`src/design/bmp24_pkg.sv`:
```
// bmp24_pkg: shared types, constants and the header byte table of the bmp24 encoder
// no dependencies; compiled first

package bmp24_pkg;

   // dimension and size widths
   localparam int DIM_BITS       = 14;
   localparam int ROW_BYTES_BITS = DIM_BITS + 2;
   localparam int SIZE_BITS      = 32;
   localparam int HDR_BYTES      = 54;
   localparam int HDR_IDX_BITS   = 6;
   localparam int PAD_BITS       = 2;

   // configuration register indexes
   localparam int CSR_INDEX_BITS = 1;
   localparam logic [CSR_INDEX_BITS-1:0] CSR_IMAGE_WIDTH  = 1'b0;
   localparam logic [CSR_INDEX_BITS-1:0] CSR_IMAGE_HEIGHT = 1'b1;

   // fixed header values
   localparam logic [7:0] BMP_SIG_B      = 8'h42;
   localparam logic [7:0] BMP_SIG_M      = 8'h4D;
   localparam logic [7:0] PIXEL_OFFSET   = 8'h36;
   localparam logic [7:0] INFO_SIZE      = 8'h28;
   localparam logic [7:0] PLANE_COUNT    = 8'h01;
   localparam logic [7:0] BITS_PER_PIXEL = 8'h18;

   // header byte offsets
   localparam logic [HDR_IDX_BITS-1:0] OFS_SIG    = 6'd0;
   localparam logic [HDR_IDX_BITS-1:0] OFS_SIZE   = 6'd2;
   localparam logic [HDR_IDX_BITS-1:0] OFS_DATA   = 6'd10;
   localparam logic [HDR_IDX_BITS-1:0] OFS_INFO   = 6'd14;
   localparam logic [HDR_IDX_BITS-1:0] OFS_WIDTH  = 6'd18;
   localparam logic [HDR_IDX_BITS-1:0] OFS_HEIGHT = 6'd22;
   localparam logic [HDR_IDX_BITS-1:0] OFS_PLANES = 6'd26;
   localparam logic [HDR_IDX_BITS-1:0] OFS_BPP    = 6'd28;
   localparam logic [HDR_IDX_BITS-1:0] HDR_LAST   = 6'd53;

   // effective image dimensions (zero already mapped to one)
   typedef struct packed {
      logic [DIM_BITS-1:0] width;
      logic [DIM_BITS-1:0] height;
   } dims_type;

   // one classified pixel waiting for the byte sequencer
   typedef struct packed {
      logic [7:0]          red;
      logic [7:0]          green;
      logic [7:0]          blue;
      logic                need_header;
      logic                img_end;
      logic [PAD_BITS-1:0] pad;
   } queue_entry_type;

   typedef enum logic [2:0] {
      PH_IDLE,
      PH_HEADER,
      PH_BLUE,
      PH_GREEN,
      PH_RED,
      PH_PAD
   } phase_type;

   // byte of the 54-byte file and info header at a given offset
   function automatic logic [7:0] hdr_byte(input logic [HDR_IDX_BITS-1:0] idx,
                                           input logic [SIZE_BITS-1:0]    size,
                                           input logic [DIM_BITS-1:0]     w,
                                           input logic [DIM_BITS-1:0]     h);
      logic [31:0] w32;
      logic [31:0] negh;
      logic [7:0]  b;
      w32  = {{(32-DIM_BITS){1'b0}}, w};
      negh = 32'd0 - {{(32-DIM_BITS){1'b0}}, h};
      unique case (idx)
         OFS_SIG:          b = BMP_SIG_B;
         OFS_SIG + 6'd1:   b = BMP_SIG_M;
         OFS_SIZE:         b = size[7:0];
         OFS_SIZE + 6'd1:  b = size[15:8];
         OFS_SIZE + 6'd2:  b = size[23:16];
         OFS_SIZE + 6'd3:  b = size[31:24];
         OFS_DATA:         b = PIXEL_OFFSET;
         OFS_INFO:         b = INFO_SIZE;
         OFS_WIDTH:        b = w32[7:0];
         OFS_WIDTH + 6'd1: b = w32[15:8];
         OFS_WIDTH + 6'd2: b = w32[23:16];
         OFS_WIDTH + 6'd3: b = w32[31:24];
         OFS_HEIGHT:       b = negh[7:0];
         OFS_HEIGHT + 6'd1: b = negh[15:8];
         OFS_HEIGHT + 6'd2: b = negh[23:16];
         OFS_HEIGHT + 6'd3: b = negh[31:24];
         OFS_PLANES:       b = PLANE_COUNT;
         OFS_BPP:          b = BITS_PER_PIXEL;
         default:          b = 8'h00;
      endcase
      return b;
   endfunction

endpackage

```
`src/design/bmp24_pix_if.sv`:
```
// bmp24_pix_if: pixel channel (valid, ready, red, green, blue)
// no dependencies

interface bmp24_pix_if;
   logic       valid;
   logic       ready;
   logic [7:0] red;
   logic [7:0] green;
   logic [7:0] blue;

   modport source (output valid, red, green, blue, input ready);
   modport sink   (input valid, red, green, blue, output ready);
endinterface

```
`src/design/bmp24_byte_if.sv`:
```
// bmp24_byte_if: byte stream channel (valid, ready, out_byte and flags)
// no dependencies

interface bmp24_byte_if;
   logic       valid;
   logic       ready;
   logic [7:0] out_byte;
   logic       last_of_run;
   logic       end_of_image;

   modport source (output valid, out_byte, last_of_run, end_of_image, input ready);
   modport sink   (input valid, out_byte, last_of_run, end_of_image, output ready);
endinterface

```
`src/design/bmp24_csr_if.sv`:
```
// bmp24_csr_if: register write channel (valid, ready, index, data)
// depends on bmp24_pkg for widths

interface bmp24_csr_if;
   import bmp24_pkg::*;
   logic                      valid;
   logic                      ready;
   logic [CSR_INDEX_BITS-1:0] index;
   logic [DIM_BITS-1:0]       data;

   modport source (output valid, index, data, input ready);
   modport sink   (input valid, index, data, output ready);
endinterface

```
`src/design/bmp24_front.sv`:
```
// bmp24_front: accepts pixels, tracks row and column, classifies header/padding/end
// depends on bmp24_pkg and bmp24_pix_if

module bmp24_front (
   input  logic                       clock,
   input  logic                       reset,
   bmp24_pix_if.sink                  req_if,
   input  bmp24_pkg::dims_type        dims,
   output bmp24_pkg::queue_entry_type push_entry,
   output logic                       push_valid,
   input  logic                       push_ready
);
   import bmp24_pkg::*;

   logic                header_sent_ff, header_sent_in;
   logic [DIM_BITS-1:0] column_ff, column_in;
   logic [DIM_BITS-1:0] row_ff, row_in;
   logic [DIM_BITS:0]   column_next;
   logic [DIM_BITS:0]   row_next;
   logic                row_end;
   logic                img_end;
   logic                accept;

   // handshake straight onto the queue
   assign req_if.ready = push_ready;
   assign push_valid   = req_if.valid;
   assign accept       = req_if.valid && push_ready;

   // position classification
   assign column_next = {1'b0, column_ff} + {{DIM_BITS{1'b0}}, 1'b1};
   assign row_next    = {1'b0, row_ff} + {{DIM_BITS{1'b0}}, 1'b1};
   assign row_end     = column_next >= {1'b0, dims.width};
   assign img_end     = row_end && (row_next >= {1'b0, dims.height});

   // queue entry; padding length is the low two bits of the width
   always_comb begin
      push_entry.red         = req_if.red;
      push_entry.green       = req_if.green;
      push_entry.blue        = req_if.blue;
      push_entry.need_header = !header_sent_ff;
      push_entry.img_end     = img_end;
      push_entry.pad         = row_end ? dims.width[PAD_BITS-1:0] : '0;
   end

   // position state update
   always_comb begin
      header_sent_in = header_sent_ff;
      column_in      = column_ff;
      row_in         = row_ff;
      if (accept) begin
         header_sent_in = 1'b1;
         if (row_end) begin
            column_in = '0;
            if (img_end) begin
               row_in         = '0;
               header_sent_in = 1'b0;
            end else begin
               row_in = row_next[DIM_BITS-1:0];
            end
         end else begin
            column_in = column_next[DIM_BITS-1:0];
         end
      end
   end

   always_ff @(posedge clock) begin
      if (reset) begin
         header_sent_ff <= 1'b0;
         column_ff      <= '0;
         row_ff         <= '0;
      end else begin
         header_sent_ff <= header_sent_in;
         column_ff      <= column_in;
         row_ff         <= row_in;
      end
   end

endmodule

```
`src/design/bmp24_queue.sv`:
```
// bmp24_queue: short flip-flop queue of classified pixels between front and back
// depends on bmp24_pkg

module bmp24_queue #(
   parameter int DEPTH = 4
) (
   input  logic                       clock,
   input  logic                       reset,
   input  bmp24_pkg::queue_entry_type push_entry,
   input  logic                       push_valid,
   output logic                       push_ready,
   output bmp24_pkg::queue_entry_type pop_entry,
   output logic                       pop_valid,
   input  logic                       pop_ready
);
   import bmp24_pkg::*;

   localparam int PTR_BITS   = (DEPTH > 1) ? $clog2(DEPTH) : 1;
   localparam int COUNT_BITS = $clog2(DEPTH + 1);

   queue_entry_type       entries_ff [DEPTH];
   logic [PTR_BITS-1:0]   wr_ptr_ff, wr_ptr_in;
   logic [PTR_BITS-1:0]   rd_ptr_ff, rd_ptr_in;
   logic [COUNT_BITS-1:0] count_ff, count_in;
   logic                  do_push;
   logic                  do_pop;

   assign push_ready = count_ff != COUNT_BITS'(DEPTH);
   assign pop_valid  = count_ff != '0;
   assign pop_entry  = entries_ff[rd_ptr_ff];
   assign do_push    = push_valid && push_ready;
   assign do_pop     = pop_valid && pop_ready;

   // pointer and fill count update
   always_comb begin
      wr_ptr_in = wr_ptr_ff;
      rd_ptr_in = rd_ptr_ff;
      count_in  = count_ff;
      if (do_push) begin
         wr_ptr_in = (wr_ptr_ff == PTR_BITS'(DEPTH - 1)) ? '0 : wr_ptr_ff + 1'b1;
      end
      if (do_pop) begin
         rd_ptr_in = (rd_ptr_ff == PTR_BITS'(DEPTH - 1)) ? '0 : rd_ptr_ff + 1'b1;
      end
      if (do_push && !do_pop) begin
         count_in = count_ff + 1'b1;
      end else if (do_pop && !do_push) begin
         count_in = count_ff - 1'b1;
      end
   end

   always_ff @(posedge clock) begin
      if (reset) begin
         wr_ptr_ff <= '0;
         rd_ptr_ff <= '0;
         count_ff  <= '0;
      end else begin
         wr_ptr_ff <= wr_ptr_in;
         rd_ptr_ff <= rd_ptr_in;
         count_ff  <= count_in;
      end
   end

   // entry storage
   always_ff @(posedge clock) begin
      if (do_push) begin
         entries_ff[wr_ptr_ff] <= push_entry;
      end
   end

endmodule

```
`src/design/bmp24_back.sv`:
```
// bmp24_back: byte sequencer; expands queued pixels into header, BGR and padding bytes
// depends on bmp24_pkg and bmp24_byte_if

module bmp24_back (
   input  logic                       clock,
   input  logic                       reset,
   input  bmp24_pkg::dims_type        dims,
   input  bmp24_pkg::queue_entry_type pop_entry,
   input  logic                       pop_valid,
   output logic                       pop_ready,
   bmp24_byte_if.source               rsp_if
);
   import bmp24_pkg::*;

   localparam int PROD_BITS = ROW_BYTES_BITS + DIM_BITS;

   phase_type                 phase_ff, phase_in;
   queue_entry_type           cur_ff, cur_in;
   logic [HDR_IDX_BITS-1:0]   hdr_idx_ff, hdr_idx_in;
   logic [PAD_BITS-1:0]       pad_left_ff, pad_left_in;
   logic                      rsp_valid_ff, rsp_valid_in;
   logic [7:0]                rsp_byte_ff;
   logic                      rsp_last_ff;
   logic                      rsp_eoi_ff;
   logic [ROW_BYTES_BITS-1:0] row_bytes_ff, row_bytes_in;
   logic [SIZE_BITS-1:0]      size_ff, size_in;
   logic [PROD_BITS-1:0]      size_prod;
   logic                      out_free;
   logic                      emit;
   logic                      finish;
   logic [7:0]                e_byte;
   logic                      e_last;
   logic                      e_eoi;

   // file size: row bytes first, then one multiply
   assign row_bytes_in = ({{2{1'b0}}, dims.width} << 1) + {{2{1'b0}}, dims.width}
                         + {{(ROW_BYTES_BITS-PAD_BITS){1'b0}}, dims.width[PAD_BITS-1:0]};
   assign size_prod    = row_bytes_ff * dims.height;
   assign size_in      = SIZE_BITS'(size_prod) + SIZE_BITS'(HDR_BYTES);

   always_ff @(posedge clock) begin
      row_bytes_ff <= row_bytes_in;
      size_ff      <= size_in;
   end

   assign out_free = !rsp_valid_ff || rsp_if.ready;

   // sequencer next state
   always_comb begin
      phase_in    = phase_ff;
      cur_in      = cur_ff;
      hdr_idx_in  = hdr_idx_ff;
      pad_left_in = pad_left_ff;
      pop_ready   = 1'b0;
      emit        = 1'b0;
      finish      = 1'b0;
      e_byte      = 8'h00;
      e_last      = 1'b0;
      e_eoi       = 1'b0;
      unique case (phase_ff)
         PH_IDLE: begin
            if (pop_valid) begin
               pop_ready  = 1'b1;
               cur_in     = pop_entry;
               hdr_idx_in = '0;
               phase_in   = pop_entry.need_header ? PH_HEADER : PH_BLUE;
            end
         end
         PH_HEADER: begin
            if (out_free) begin
               emit   = 1'b1;
               e_byte = hdr_byte(hdr_idx_ff, size_ff, dims.width, dims.height);
               if (hdr_idx_ff == HDR_LAST) begin
                  hdr_idx_in = '0;
                  phase_in   = PH_BLUE;
               end else begin
                  hdr_idx_in = hdr_idx_ff + 1'b1;
               end
            end
         end
         PH_BLUE: begin
            if (out_free) begin
               emit     = 1'b1;
               e_byte   = cur_ff.blue;
               phase_in = PH_GREEN;
            end
         end
         PH_GREEN: begin
            if (out_free) begin
               emit     = 1'b1;
               e_byte   = cur_ff.green;
               phase_in = PH_RED;
            end
         end
         PH_RED: begin
            if (out_free) begin
               emit   = 1'b1;
               e_byte = cur_ff.red;
               if (cur_ff.pad == '0) begin
                  e_last = 1'b1;
                  e_eoi  = cur_ff.img_end;
                  finish = 1'b1;
               end else begin
                  pad_left_in = cur_ff.pad;
                  phase_in    = PH_PAD;
               end
            end
         end
         PH_PAD: begin
            if (out_free) begin
               emit   = 1'b1;
               e_byte = 8'h00;
               if (pad_left_ff == PAD_BITS'(1)) begin
                  e_last = 1'b1;
                  e_eoi  = cur_ff.img_end;
                  finish = 1'b1;
               end else begin
                  pad_left_in = pad_left_ff - 1'b1;
               end
            end
         end
         default: begin
            phase_in = PH_IDLE;
         end
      endcase
      // chain straight into the next queued pixel
      if (finish) begin
         if (pop_valid) begin
            pop_ready  = 1'b1;
            cur_in     = pop_entry;
            hdr_idx_in = '0;
            phase_in   = pop_entry.need_header ? PH_HEADER : PH_BLUE;
         end else begin
            phase_in = PH_IDLE;
         end
      end
   end

   always_ff @(posedge clock) begin
      if (reset) begin
         phase_ff    <= PH_IDLE;
         hdr_idx_ff  <= '0;
         pad_left_ff <= '0;
      end else begin
         phase_ff    <= phase_in;
         hdr_idx_ff  <= hdr_idx_in;
         pad_left_ff <= pad_left_in;
      end
   end

   always_ff @(posedge clock) begin
      cur_ff <= cur_in;
   end

   // output register
   always_comb begin
      rsp_valid_in = rsp_valid_ff;
      if (emit) begin
         rsp_valid_in = 1'b1;
      end else if (rsp_if.ready) begin
         rsp_valid_in = 1'b0;
      end
   end

   always_ff @(posedge clock) begin
      if (reset) begin
         rsp_valid_ff <= 1'b0;
      end else begin
         rsp_valid_ff <= rsp_valid_in;
      end
   end

   always_ff @(posedge clock) begin
      if (emit) begin
         rsp_byte_ff <= e_byte;
         rsp_last_ff <= e_last;
         rsp_eoi_ff  <= e_eoi;
      end
   end

   assign rsp_if.valid        = rsp_valid_ff;
   assign rsp_if.out_byte     = rsp_byte_ff;
   assign rsp_if.last_of_run  = rsp_last_ff;
   assign rsp_if.end_of_image = rsp_eoi_ff;

endmodule

```
`src/design/bmp24_stream_encoder_top.sv`:
```
// bmp24_stream_encoder_top: 24-bit BMP byte stream encoder, top level
// depends on bmp24_pkg, the three channel interfaces, bmp24_front, bmp24_queue, bmp24_back
//
// channel   direction  transaction
// req_if    in         one pixel: red, green, blue
// rsp_if    out        one file byte: out_byte, last_of_run, end_of_image
// csr_if    in         register write: index, data (always ready)
//
// each pixel gives three bytes at one byte per cycle, while the output is not stalled,
// through the output register; the first pixel of an image adds 54 header bytes and
// a row-ending pixel adds 0 to 3 padding bytes. the byte sequencer sets the rate.
// the pixel queue lets the input run ahead while the output is stalled.
// reset is synchronous; both dimension registers reset to 1, no clearing pass.

module bmp24_stream_encoder_top #(
   parameter int QUEUE_DEPTH = 4
) (
   input  logic          clock,
   input  logic          reset,
   bmp24_pix_if.sink     req_if,
   bmp24_byte_if.source  rsp_if,
   bmp24_csr_if.sink     csr_if
);
   import bmp24_pkg::*;

   logic [DIM_BITS-1:0] width_ff, width_in;
   logic [DIM_BITS-1:0] height_ff, height_in;
   dims_type            dims;
   queue_entry_type     push_entry;
   logic                push_valid;
   logic                push_ready;
   queue_entry_type     pop_entry;
   logic                pop_valid;
   logic                pop_ready;

   // dimension registers
   assign csr_if.ready = 1'b1;

   always_comb begin
      width_in  = width_ff;
      height_in = height_ff;
      if (csr_if.valid) begin
         unique case (csr_if.index)
            CSR_IMAGE_WIDTH:  width_in  = csr_if.data;
            CSR_IMAGE_HEIGHT: height_in = csr_if.data;
            default: begin
               width_in  = width_ff;
               height_in = height_ff;
            end
         endcase
      end
   end

   always_ff @(posedge clock) begin
      if (reset) begin
         width_ff  <= DIM_BITS'(1);
         height_ff <= DIM_BITS'(1);
      end else begin
         width_ff  <= width_in;
         height_ff <= height_in;
      end
   end

   // a zero dimension acts as one
   assign dims.width  = (width_ff == '0) ? DIM_BITS'(1) : width_ff;
   assign dims.height = (height_ff == '0) ? DIM_BITS'(1) : height_ff;

   bmp24_front u_front (
      .clock      (clock),
      .reset      (reset),
      .req_if     (req_if),
      .dims       (dims),
      .push_entry (push_entry),
      .push_valid (push_valid),
      .push_ready (push_ready)
   );

   bmp24_queue #(
      .DEPTH (QUEUE_DEPTH)
   ) u_queue (
      .clock      (clock),
      .reset      (reset),
      .push_entry (push_entry),
      .push_valid (push_valid),
      .push_ready (push_ready),
      .pop_entry  (pop_entry),
      .pop_valid  (pop_valid),
      .pop_ready  (pop_ready)
   );

   bmp24_back u_back (
      .clock     (clock),
      .reset     (reset),
      .dims      (dims),
      .pop_entry (pop_entry),
      .pop_valid (pop_valid),
      .pop_ready (pop_ready),
      .rsp_if    (rsp_if)
   );

endmodule
```
`src/flat_wrapper.sv`:
```
// flat-port wrapper written by rule: the top's interface ports become plain ports
module bmp24_stream_encoder_top_flat import bmp24_pkg::*;
#(
   parameter int QUEUE_DEPTH = 4
)
  (clock, reset, req_if_valid, req_if_red, req_if_green, req_if_blue, req_if_ready, rsp_if_valid, rsp_if_out_byte, rsp_if_last_of_run, rsp_if_end_of_image, rsp_if_ready, csr_if_valid, csr_if_index, csr_if_data, csr_if_ready);
  bmp24_pix_if req_if_i ();
  bmp24_byte_if rsp_if_i ();
  bmp24_csr_if csr_if_i ();
  input  logic clock;
  input  logic reset;
  input wire logic [$bits(req_if_i.valid)-1:0] req_if_valid;
  input wire logic [$bits(req_if_i.red)-1:0] req_if_red;
  input wire logic [$bits(req_if_i.green)-1:0] req_if_green;
  input wire logic [$bits(req_if_i.blue)-1:0] req_if_blue;
  output wire logic [$bits(req_if_i.ready)-1:0] req_if_ready;
  output wire logic [$bits(rsp_if_i.valid)-1:0] rsp_if_valid;
  output wire logic [$bits(rsp_if_i.out_byte)-1:0] rsp_if_out_byte;
  output wire logic [$bits(rsp_if_i.last_of_run)-1:0] rsp_if_last_of_run;
  output wire logic [$bits(rsp_if_i.end_of_image)-1:0] rsp_if_end_of_image;
  input wire logic [$bits(rsp_if_i.ready)-1:0] rsp_if_ready;
  input wire logic [$bits(csr_if_i.valid)-1:0] csr_if_valid;
  input wire logic [$bits(csr_if_i.index)-1:0] csr_if_index;
  input wire logic [$bits(csr_if_i.data)-1:0] csr_if_data;
  output wire logic [$bits(csr_if_i.ready)-1:0] csr_if_ready;
  assign req_if_i.valid = req_if_valid;
  assign req_if_i.red = req_if_red;
  assign req_if_i.green = req_if_green;
  assign req_if_i.blue = req_if_blue;
  assign req_if_ready = req_if_i.ready;
  assign rsp_if_valid = rsp_if_i.valid;
  assign rsp_if_out_byte = rsp_if_i.out_byte;
  assign rsp_if_last_of_run = rsp_if_i.last_of_run;
  assign rsp_if_end_of_image = rsp_if_i.end_of_image;
  assign rsp_if_i.ready = rsp_if_ready;
  assign csr_if_i.valid = csr_if_valid;
  assign csr_if_i.index = csr_if_index;
  assign csr_if_i.data = csr_if_data;
  assign csr_if_ready = csr_if_i.ready;
  bmp24_stream_encoder_top #(.QUEUE_DEPTH(QUEUE_DEPTH)) u_core (.clock(clock), .reset(reset), .req_if(req_if_i), .rsp_if(rsp_if_i), .csr_if(csr_if_i));
endmodule
```
`config.mk`:
```
export PLATFORM = sky130hd
export DESIGN_NAME = bmp24_stream_encoder_top_flat
export DESIGN_NICKNAME = d
export VERILOG_FILES = /design/src/design/bmp24_pkg.sv /design/src/design/bmp24_pix_if.sv /design/src/design/bmp24_byte_if.sv /design/src/design/bmp24_csr_if.sv /design/src/design/bmp24_front.sv /design/src/design/bmp24_queue.sv /design/src/design/bmp24_back.sv /design/src/design/bmp24_stream_encoder_top.sv /design/src/flat_wrapper.sv
export SDC_FILE = /design/constraint.sdc
export NUM_CORES = 1
export LEC_CHECK = 0
export BUFFER_PORTS_ARGS = -buffer_cell sky130_fd_sc_hd__buf_4
export CORE_ASPECT_RATIO = 2
export CORE_MARGIN = 2
export CORE_UTILIZATION = 58
export DETAILED_ROUTE_END_ITERATION = 8
export PLACE_DENSITY = 0.84
export SLEW_MARGIN = 20
export SYNTH_ARGS = -nofsm -noshare
export SYNTH_HDL_FRONTEND = slang
export SYNTH_HIERARCHICAL = 1
export SYNTH_SLANG_ARGS = --single-unit
export TNS_END_PERCENT = 30
```
`constraint.sdc`:
```
create_clock -name clock -period 6.1 [get_ports clock]
set_clock_uncertainty 0.1 [all_clocks]
set_input_delay 0.915 -clock clock [delete_from_list [all_inputs] [get_ports clock]]
set_output_delay 0.915 -clock clock [all_outputs]
set_load 0.01 [all_outputs]
```
==> reports/qor.csv <==
stage;metric;value;unit
critical_path;max_stage_delay;0.58;ns
drt;routed_wl;52500;microns
clock_tree;cts_num_sinks;270;
yosys;syn_area;20300;sq um
critical_path;critical_path.startpoint_type;register;
clock_tree;holdBufCountCts;0;
timing;final_max_slew_viol_count;0;
placement;hpwl;39500;microns
floorplanning;initial_utilization;59.0;%
global_routing;grt_pass1_vias;16300;
critical_path;crit_slowest_cell;dfxtp_1;
yosys;seq_area_frac_synth;34.0;%
yosys;synth_top_family_by_area;adder cells;
yosys;postSynthCellCount;2003;
worst_hold_path;hold_path_depth;2;
run;drv_cap;0;
power;pwr_density_cell;282;nW/um^2
clock_tree;tritoncts;built;
critical_path;endpoint_kind;register;
yosys;synth_fp_nets;2363;
yosys;synth-xor-area-share;2.89;%
layout;final_nets;2344;
yosys;synth_area_leaders;edfxtp_1, fa_1, dfxtp_1, ha_1, inv_1;
yosys;synth-seq-cells;270;
power;p_leak;9.50;nW
yosys;ys_async_sr_fraction;0;%
yosys;syn_avg_cell_area;10.1;sq um
clock_tree;clk_pin_slew;0.07;ns
yosys;synth_ff_type;edfxtp_1;
drt;drc;0;
floorplanning;ioPinCount;57;
critical_path;ff2ff_path_depth;17;
drt;vias;15000;
layout;area_growth;7.74;%
yosys;synth_edf_count;149;
timing;finalHoldViolations;0;
power;switching_power;0.00223;W
worst_hold_path;hp-class;register to register;
layout;drive_gt1_share;11.7;%
drt;vias_per_cell;6.16;
global_routing;grt_overflow_total;0;
yosys;synthMuxAreaShare;5.09;%
global_routing;grt_pass1_wl;83800;microns
power;seqPwrFrac;41.6;%
floorplanning;rows;96;
critical_path;crit_type;register to register;
critical_path;required;6.46;ns
drt;wl_per_cell;21.5;microns
layout;antennaDiodeCount;0;
power;p_clk_share;23.7;%
floorplanning;die_h;268;microns
critical_path;r2r_slack;0.11;ns
critical_path;crit_end;u_core/u_back/size_ff[23]$_DFF_P_;
global_routing;track_usage;29.9;%
clock_tree;clk_latency;0.54;ns
power;intPower;0.00393;W
timing;period_minus_slack;5.99;ns
clock_tree;cts_max_level;1;
global_routing;antenna_found_initial;0;
drt;dr.pass1.iters;6;
yosys;yosysMostFrequentCell;inv_1;
placement;gp_congestion;1.02;
status;outcome;finished, final reports clean;
placement;portBuffers;55;
yosys;synth_compound_area_share;9.35;%
critical_path;crit_top_cell;fa_1;
yosys;yosysTopAreaCell;edfxtp_1;
yosys;ys_types;85;
critical_path;crit_start;u_core/u_back/row_bytes_ff[6]$_DFF_P_;
critical_path;crit-reg2reg-launch;u_core/u_back/row_bytes_ff[6]$_DFF_P_;
yosys;synth-simple-area-share;15.8;%
yosys;yosys-top-cells-count;inv_1, nand2_1, ha_1;
clock_tree;clockRootBuffer;clkbuf_16;
timing;finalSetupViolations;0;
drt;ant_nets;0;
power;ir_drop;0.396;mV
critical_path;crit_chain;buf_4, and2_1, fa_1, fa_1, fa_1, fa_1, fa_1, ha_1, ha_1, and3_1, and2_4, a221o_1, a31oi_4, buf_6, o21bai_1, a21oi_1, xnor2_1;
yosys;synth_top_area_share;22.1;%
power;comb_power_share;34.8;%
clock_tree;numCtsBuffers;23;
yosys;yosysWarnings;6;
timing;period_share;98.3;%
global_routing;grt_max_degree;79;
floorplanning;dieArea;36600;sq um
timing;relSlewSlack;25.9;%
yosys;synth-adder-area-share;25.0;%
clock_tree;cts_buffer_depth;3;
power;netSwitchingFraction;36.2;%
power;finalPower;0.00615;W
floorplanning;core_area;34400;sq um
drt;drt_iter0_markers;1092;
critical_path;critPathArrivalTime;6.36;ns
floorplanning;die_x;136;microns
timing;whs;0.403;ns
critical_path;cp_max_fo;9;
timing;clock.fmax;0.167;GHz
timing;worst_pin_slew;1.10;ns
critical_path;reg2reg_to;u_core/u_back/size_ff[23]$_DFF_P_;
==> critical path, delay by kind of cell (launching register included) <==
| kind | cells | cell delay (ns) |
|---|---|---|
| compound gates | 4 | 0.80 |
| xor+xnor | 1 | 0.14 |
| fa+ha+maj | 7 | 3.30 |
| buf+inv | 2 | 0.40 |
| flops | 1 | 0.58 |
| simple gates | 3 | 0.60 |
==> area by class of cell <==
type | count | area (sq um)
well taps | 441 | 552
multi-input cells | 1353 | 11900
inverters | 235 | 882
clock inverters | 17 | 148
repair buffers | 101 | 830
fillers | 2589 | 12500
flip-flops and latches | 270 | 6910
clock buffers | 24 | 579
==> placed cells by master, fill, tap and decap left out, drive strengths merged, types with 26 or more instances in the layout <==
| cell | netlist | routed |
|---|---|---|
| ha | 167 | 167 |
| fa | 149 | 149 |
| xnor2 | 45 | 45 |
| dfxtp | 121 | 121 |
| a21oi | 99 | 99 |
| o21ai | 40 | 40 |
| buf | 56 | 101 |
| mux2i | 39 | 39 |
| nor2 | 106 | 106 |
| edfxtp | 149 | 149 |
| nand4 | 32 | 32 |
| nand2 | 195 | 195 |
| inv | 235 | 241 |
| mux4 | 28 | 28 |
| and2 | 127 | 127 |
| nor3 | 26 | 26 |
==> power by group through the flow <==
stage,registers (W),clock network (W),logic [W]
after floorplan,0.00249,0,0.00151
after global placement,0.00256,0,0.00198
after detailed placement,0.00257,0,0.00207
after CTS,0.00254,0.00147,0.00209
after global routing,0.00258,0.00154,0.00233
final,0.00256,0.00146,0.00214
==> metal layers <==
| layer | up-vias | GRT usage (%) | share of wire [%] |
|---|---|---|---|
| li1 | 6692 | - | - |
| met4 | 0 | 24.1 | 10 |
| met5 | - | 0 | 0 |
| met3 | 270 | 3.05 | 5.8 |
| met1 | 7334 | 29.7 | 31 |
| met2 | 749 | 55.4 | 53 |
==> logic make-up (layout without fill, tap and decap cells) <==
group                    after synthesis  after routing
AO/OA/AOI/OAI                        283            283
other                                  1              1
multiplexers                          68             68
AND/OR/NAND/NOR                      618            618
adder cells (fa/ha/maj)              316            316
XOR/XNOR                              67             67
flip-flops                           270            270
buffers and inverters                380            377
==> metrics by stage <==
step                      area [sq um]  TNS (ns)  instances  util [%]  setup WS (ns)
final                            21800         0       2441      63.6          0.107
after global placement           20900         0       2396      60.7          0.106
after CTS                        21600         0       2437      62.9        0.00964
after global routing             21800    -0.197       2441      63.6        -0.0699
after floorplan                  20300         0       2003         -         0.0618
after detailed placement         20900         0       2396      60.7        0.00558
==> repair_timing <==
| action | CTS | global route |
|---|---|---|
| setup endpoints to repair | 0 | 15 |
| setup buffers | 0 | 4 |
| gates resized for setup | 0 | 51 |
==> worst min path at each step <==
| stage | startpoint | end | slack [ns] |
|---|---|---|---|
| 2_1_floorplan | u_core/width_ff[0]$_SDFFE_PP1P_ | u_core/width_ff[0]$_SDFFE_PP1P_ | 0.34 |
| 4_1_cts | u_core/u_queue/rd_ptr_ff[0]$_SDFFE_PP0P_ | register | 0.40 |
| 5_1_grt | u_core/u_queue/rd_ptr_ff[0]$_SDFFE_PP0P_ | register | 0.42 |
| 3_5_place_dp | u_core/u_queue/rd_ptr_ff[0]$_SDFFE_PP0P_ | register | 0.39 |
| 6_report | u_core/u_queue/rd_ptr_ff[0]$_SDFFE_PP0P_ | register | 0.40 |
| 3_3_place_gp | u_core/u_queue/rd_ptr_ff[0]$_SDFFE_PP0P_ | register | 0.37 |
Note: power is estimated with default switching activity, not from simulation.
